===== src/rtl/core/cia_pkg.sv =====
// Shared types and constants of the compressed instruction aligner.
package cia_pkg;

   localparam int HW_W     = 16;  // one instruction parcel
   localparam int ADDR_W   = 32;
   localparam int WORD_W   = 32;
   localparam int FETCH_HW = 4;   // halfwords carried by one fetch request
   localparam int WINDOW   = 4;   // halfwords looked at per request
   localparam int USED_W   = 3;   // up to WINDOW halfwords retired per request
   localparam int FSLOT_W  = 3;

   // low bits of a halfword that mark a full 32-bit instruction
   localparam logic [1:0] FULL_WORD_CODE = 2'b11;

   localparam logic [ADDR_W-1:0] HALF_BYTES = ADDR_W'(2);
   localparam logic [ADDR_W-1:0] WORD_BYTES = ADDR_W'(4);

   typedef enum logic [0:0] {
      CSR_FIRST_ENABLE  = 1'b0,
      CSR_SECOND_ENABLE = 1'b1
   } csr_index_type;

   typedef struct packed {
      logic                      thread_id;
      logic                      fetch_valid;
      logic [FSLOT_W-1:0]        fetch_slots;
      logic [ADDR_W-1:0]         fetch_addr;
      logic [FETCH_HW*HW_W-1:0]  fetch_data;
   } cia_req_type;

   typedef struct packed {
      logic [WORD_W-1:0] first_word;
      logic [ADDR_W-1:0] first_address;
      logic              first_compressed;
      logic              first_valid;
      logic [WORD_W-1:0] second_word;
      logic [ADDR_W-1:0] second_address;
      logic              second_compressed;
      logic              second_valid;
      logic              consume_one;
      logic              consume_two;
   } cia_rsp_type;

   // queue update command for one thread
   typedef struct packed {
      logic                      step;
      logic [USED_W-1:0]         used;
      logic                      fill;
      logic [FSLOT_W-1:0]        fill_slots;
      logic [ADDR_W-1:0]         fill_addr;
      logic [FETCH_HW*HW_W-1:0]  fill_data;
   } cia_update_type;

endpackage


===== src/rtl/core/cia_align.sv =====
// Window assembly and instruction boundary decode over the two front blocks.
module cia_align import cia_pkg::*; #(
   parameter int SLOTS = 4
) (
   input  logic [SLOTS-1:0][HW_W-1:0]    blk0_slots_i,
   input  logic [SLOTS-1:0][HW_W-1:0]    blk1_slots_i,
   input  logic [$clog2(SLOTS+1)-1:0]    count0_i,
   input  logic [$clog2(SLOTS+1)-1:0]    count1_i,
   input  logic [ADDR_W-1:0]             base_addr_i,
   input  logic                          first_enable_i,
   input  logic                          second_enable_i,
   output cia_rsp_type                   rsp_o,
   output logic [USED_W-1:0]             used_o
);

   localparam int CNT_W  = $clog2(SLOTS+1);
   localparam int SIDX_W = $clog2(SLOTS);
   localparam int CW     = (CNT_W > USED_W) ? CNT_W : USED_W;

   logic [HW_W-1:0] win [WINDOW];
   logic            win_v [WINDOW];
   logic [2:0]      k;
   logic            cmp0, cmp1, v0, v1;
   logic [HW_W-1:0] w_i1, w_i1p;
   logic            wv_i1, wv_i1p;
   logic [CW-1:0]   used_w, c0_w, c1_w;

   // pack block 0's valid slots, then block 1's
   always_comb begin
      k = '0;
      for (int j = 0; j < WINDOW; j++) begin
         win[j]   = '0;
         win_v[j] = 1'b0;
         if (CNT_W'(j) < count0_i) begin
            win[j]   = blk0_slots_i[SIDX_W'(j)];
            win_v[j] = 1'b1;
         end else begin
            k = 3'(j) - 3'(count0_i);
            if (CNT_W'(k) < count1_i) begin
               win[j]   = blk1_slots_i[SIDX_W'(k)];
               win_v[j] = 1'b1;
            end
         end
      end
   end

   always_comb begin
      cmp0   = win_v[0] && (win[0][1:0] != FULL_WORD_CODE);
      v0     = win_v[0] && (cmp0 || win_v[1]) && first_enable_i;
      w_i1   = cmp0 ? win[1]   : win[2];
      wv_i1  = cmp0 ? win_v[1] : win_v[2];
      w_i1p  = cmp0 ? win[2]   : win[3];
      wv_i1p = cmp0 ? win_v[2] : win_v[3];
      cmp1   = wv_i1 && (w_i1[1:0] != FULL_WORD_CODE);
      v1     = v0 && wv_i1 && (cmp1 || wv_i1p) && second_enable_i;

      used_o = '0;
      if (v0) begin
         used_o = cmp0 ? USED_W'(1) : USED_W'(2);
         if (v1) begin
            used_o = used_o + (cmp1 ? USED_W'(1) : USED_W'(2));
         end
      end

      used_w = CW'(used_o);
      c0_w   = CW'(count0_i);
      c1_w   = CW'(count1_i);

      rsp_o = '0;
      if (v0) begin
         rsp_o.first_word       = cmp0 ? {{HW_W{1'b0}}, win[0]} : {win[1], win[0]};
         rsp_o.first_address    = base_addr_i;
         rsp_o.first_compressed = cmp0;
         rsp_o.first_valid      = 1'b1;
      end
      if (v1) begin
         rsp_o.second_word       = cmp1 ? {{HW_W{1'b0}}, w_i1} : {w_i1p, w_i1};
         rsp_o.second_address    = base_addr_i + (cmp0 ? HALF_BYTES : WORD_BYTES);
         rsp_o.second_compressed = cmp1;
         rsp_o.second_valid      = 1'b1;
      end
      rsp_o.consume_one = (used_w != '0) && (used_w >= c0_w);
      rsp_o.consume_two = rsp_o.consume_one && ((used_w - c0_w) >= c1_w);
   end

endmodule


===== config.mk =====
export PLATFORM = sky130hd
export DESIGN_NAME = cia_align
export DESIGN_NICKNAME = d
export VERILOG_FILES = /design/src/rtl/core/cia_pkg.sv /design/src/rtl/core/cia_align.sv
export SDC_FILE = /design/constraint.sdc
export NUM_CORES = 1
export LEC_CHECK = 0
export BUFFER_PORTS_ARGS = -buffer_cell sky130_fd_sc_hd__buf_4
export CAP_MARGIN = 40
export CORE_MARGIN = 2
export CORE_UTILIZATION = 25
export DETAILED_ROUTE_END_ITERATION = 6
export GPL_ROUTABILITY_DRIVEN = 1
export PLACE_DENSITY_LB_ADDON = 0.08
export SYNTH_ARGS = -nofsm -noshare
export SYNTH_HDL_FRONTEND = slang
export SYNTH_SLANG_ARGS = --single-unit

===== constraint.sdc =====
create_clock -name vclk -period 12.9
set_clock_uncertainty 0.15 [all_clocks]
set_input_delay 2.58 -clock vclk [all_inputs]
set_output_delay 2.58 -clock vclk [all_outputs]
set_load 0.03 [all_outputs]

# Word level (Yosys, flattened, before mapping)
# Cells that the tools add are included.
# totals
regBits,0
latchBits,0
ramBits,0
romBits,0
in_bits,168
output_inout_bits,137
elab_cells,72
mem_count,0
# classes
n_addsub,7
mul,0
div_mod_pow,0
magnitude_cmp,14
eq_ne,2
shift,0
muxes,37
bitwise_logic,0
reduce_logical,12
# ops
op,count
$mux W16,14
$mux W66,2
$bmux W16 S2,4
$mux W32,2
$add A32 B3 Y32,1
$lt A2 B3 Y1 const B,4
$lt A3 B3 Y1,4
$mux W1,10
$logic_and A1 B1 Y1,9
$mux W3,3
$ge A3 B3 Y1,2
$lt A1 B3 Y1 const A,2
$lt A2 B3 Y1 const A,2
$sub A1 B3 Y3 const A,2
$sub A2 B3 Y3 const A,2
$mux W2,2
$ne A2 B2 Y1 const B,2
$add A2 B2 Y3,1
$reduce_bool A3 Y1,1
$sub A3 B3 Y3,1
$logic_or A1 B1 Y1,2

# Longest topological paths before layout
# depth
word_depth,18
depth_mapped,25

# Least setup slack after synthesis
# No wires, ideal clock.
# synth_timing
kind,in2out
from,input count0_i[1]
to,output rsp_o[0] (netlist name)
arrival_ns,8.741
required_time_ns,10.170
path_slack_ns,1.429
stages,23
n_path_buf,6
path_cell_list,clkbuf_1 > clkbuf_1 > inv_1 > ha_1 > clkbuf_1 > clkbuf_1 > buf_1 > inv_1 > ha_1 > nand2_1 > o21ai_0 > o21ai_0 > o21ai_1 > clkbuf_1 > inv_1 > ha_1 > a211oi_1 > o21a_1 > fa_1 > ha_1 > a21o_1 > a21oi_1 > a211oi_1
# synth_lines
item,line,source
start: declaration,cia_align.sv:7,"input logic [$clog2(SLOTS+1)-1:0] count0_i,"
end: declaration,cia_align.sv:12,"output cia_rsp_type rsp_o,"

==> summary.txt <==
Run status
  • Outcome: finished, final reports clean

Floorplanning
  • Die ar.: 18600 um^2
  • Die X: 136 um
  • Rows: 48
  • Die Height: 136 um
  • IO Count: 305
  • Core area: 17200 um^2
  • Starting density of the core: 25.4%

Layout
  • Clock buffer cells: 0
  • FF+latch area: 0 um^2
  • Syn-to-layout area delta: 50.8%
  • Final Net Count: 996
  • Seq_cells: 0
  • Fraction of layout cells with a size suffix above 1: 44.6%
  • Ant diodes: 0
  • Fill count: 1831
  • Multi-input gate area: 4040 um^2

STA
  • Setup-failing EPs final: 0
  • Max Slew Vio Count: 0
  • Worst Max-Slew Pin Slew: 857 ps
  • Max-slew headroom: 42.7%
  • Tcrit/Tclk final: 83.5%
  • Fmax: 0.0929 GHz
  • Worst hold margin: 5350 ps
  • RSZ-0062 raised after global routing: false
  • Final hold violation count: 0
  • TNS Setup: 0 ps
  • Fin crit period: 10770 ps

Global route
  • GRT Total Usage: 20.4%
  • Global-route wire length before repair: 30.5 mm
  • Vias in the first global route: 5499
  • Largest net degree at the start of global routing: 60
  • Initial antenna violation count: 0
  • Aggregate global routing overflow: 0

Routing
  • Drt wl/cell: 19.8 um
  • Post-route ant nets: 0
  • Initial DRC Count: 275
  • Met1 wire length: 8.73 mm
  • Routed wl met3: 1.57 mm
  • Drt first pass iters: 7
  • Drt via density: 5.42
  • DR vias: 5576
  • # DRC: 0
  • DR top layer: met4
  • Met2 routed WL: 9.65 mm
  • Final WL: 20.3 mm

Synth
  • Complex-gate fraction of the synthesized area: 19.2%
  • Largest family of logic cells by synthesized area: simple AND/OR/NAND/NOR gates
  • Yosys warns: 0
  • Seq/Total Area, Yosys: 0%
  • Xor and xnor fraction of the mapped netlist area: 6.40%
  • Mux cell area share after synthesis: 29.1%
  • Syn Area/Cell: 7.64 um^2
  • Adder-cell share of the synthesized area: 6.97%
  • Post-synthesis cell type count: 57
  • Synth Cell Area: 4380 um^2
  • Syn Nets: 764
  • Post-Synth Simple-Gate Area: 29.8%
  • Syn Inst Count: 573

Setup path
  • Critical Path Source Type: input pin
  • Req. time, crit path: 10170 ps
  • CP max FO: 36
  • Worst Setup Path Type: in -> out
  • Critical Path AT: 8040 ps
  • Critical path endpoint category: primary output

Power and ir drop
  • Max rail drop VDD: 0.0000172 V
  • Pwr Density: 48.8 nW/um^2
  • P_leak: 3.02 nW

CTS
  • Post_cts resized: 0
  • CTS Hold Bufs: 0
  • Post-CTS Setup Inserts: 0

Placement
  • Detailed Place HPWL: 16.2 mm
  • Placer Congestion: 0.875
  • Port-buffer cells: 273

Flow run
  • # Max-Cap Violations: 0

Hold path
  • Hold Path Class: in -> out
path summary, 6_finish.rpt:
path                        from        to  slack (ps)  cells after the start
setup / recovery     count0_i[1]  rsp_o[0]        2130                     20
hold / removal    base_addr_i[0]  rsp_o[4]        5350                      3
worst max-delay path: stages:
cell      delay, ps
buf_4           420
inv_1           270
ha_2            780
buf_4           410
o21a_1          270
a31oi_2         100
buf_4           250
inv_2           260
buf_4           420
o221ai_1        240
and2_1          220
o31ai_1         240
ha_1            190
inv_1            60
fa_1            440
ha_1            280
a21o_1          160
a21oi_1         150
a211oi_1         60
buf_4           180
layer usage:
layer | GRT usage (%) | vias to the layer above
met2 | 35.9 | 263
met5 | 0 | -
li1 | - | 2622
met3 | 2.72 | 21
met4 | 3.07 | 0
met1 | 27.2 | 2670
synthesized netlist by cell type, types with 2 or more instances:
cell / number / area, um^2
clkbuf_1: 34 / 128
nand3_1: 8 / 40.0
buf_4: 3 / 22.5
o21a_1: 6 / 45.0
nor2b_1: 5 / 31.3
a2111oi_4: 2 / 55.1
a211oi_1: 18 / 135
nor2_1: 78 / 293
nor2_2: 2 / 12.5
o21ai_1: 2 / 10.0
a31oi_1: 3 / 18.8
a21o_1: 3 / 22.5
nor3_1: 41 / 205
mux2i_1: 17 / 170
nand2b_1: 3 / 18.8
o2111ai_1: 4 / 35.0
or4_4: 2 / 22.5
xnor2_1: 24 / 210
nand2_1: 21 / 78.8
nor4_2: 3 / 37.5
nor4_1: 5 / 31.3
ha_1: 22 / 275
o21ai_0: 8 / 40.0
inv_2: 2 / 7.51
a21oi_1: 43 / 215
buf_1: 3 / 11.3
o211ai_1: 3 / 22.5
and4_1: 2 / 17.5
inv_1: 23 / 86.3
mux4_2: 49 / 1100
a22oi_1: 14 / 105
and2_1: 22 / 138
buf_6: 6 / 67.6
xor2_1: 8 / 70.1
and3_1: 49 / 307
buf_2: 10 / 50.1
nand4_1: 5 / 31.3
layout by cell type, fill, tap and decap left out, types with 6 or more instances in the layout:
master / count
a211oi_1: 18
a21oi_1: 43
a22oi_1: 14
and2_1: 22
and3_1: 49
buf_4: 282
ha_1: 21
inv_1: 23
mux2i_1: 17
mux4_2: 49
nand2_1: 21
nand3_1: 8
nor2_1: 78
nor3_1: 41
o21a_1: 6
o21ai_0: 7
xnor2_1: 24
xor2_1: 8
final cells by class:
cell class                      count  area share (%)
Inverter                           25            1.42
Tap cell                          225            4.26
Timing Repair Buffer              286            33.1
Multi-Input combinational cell    492            61.2
cell families (layout without fill, tap and decap cells):
kind of cell | count (synthesis) | after routing
and+or+nand+nor | 251 | 251
xor gates and xnor gates | 32 | 32
AOI/OAI and AO/OA | 119 | 119
buffers and inverters | 81 | 311
adders and majority gates | 24 | 24
muxes | 66 | 66
stage by stage:
stage                     util [%]  cell area [um^2]  cells  setup WS [ps]  total power [mW]
final                         38.3              6600   1028           2130             0.322
after global routing          38.3              6600   1028           1780             0.347
after CTS                     38.3              6600   1028           2100             0.323
after detailed placement      38.3              6600   1028           2110             0.322
after global placement        37.9              6530   1024           1860             0.314
after floorplan                  -              4380    573           1430             0.196
report_power, final:
group	total (mW)	leakage [nW]	internal, mW	switching [mW]
clock network	0	0	0	0
logic	0.322	3.02	0.135	0.187
registers	0	0	0	0
total	0.322	3.02	0.135	0.187
Power figures use the tool's default switching activity.
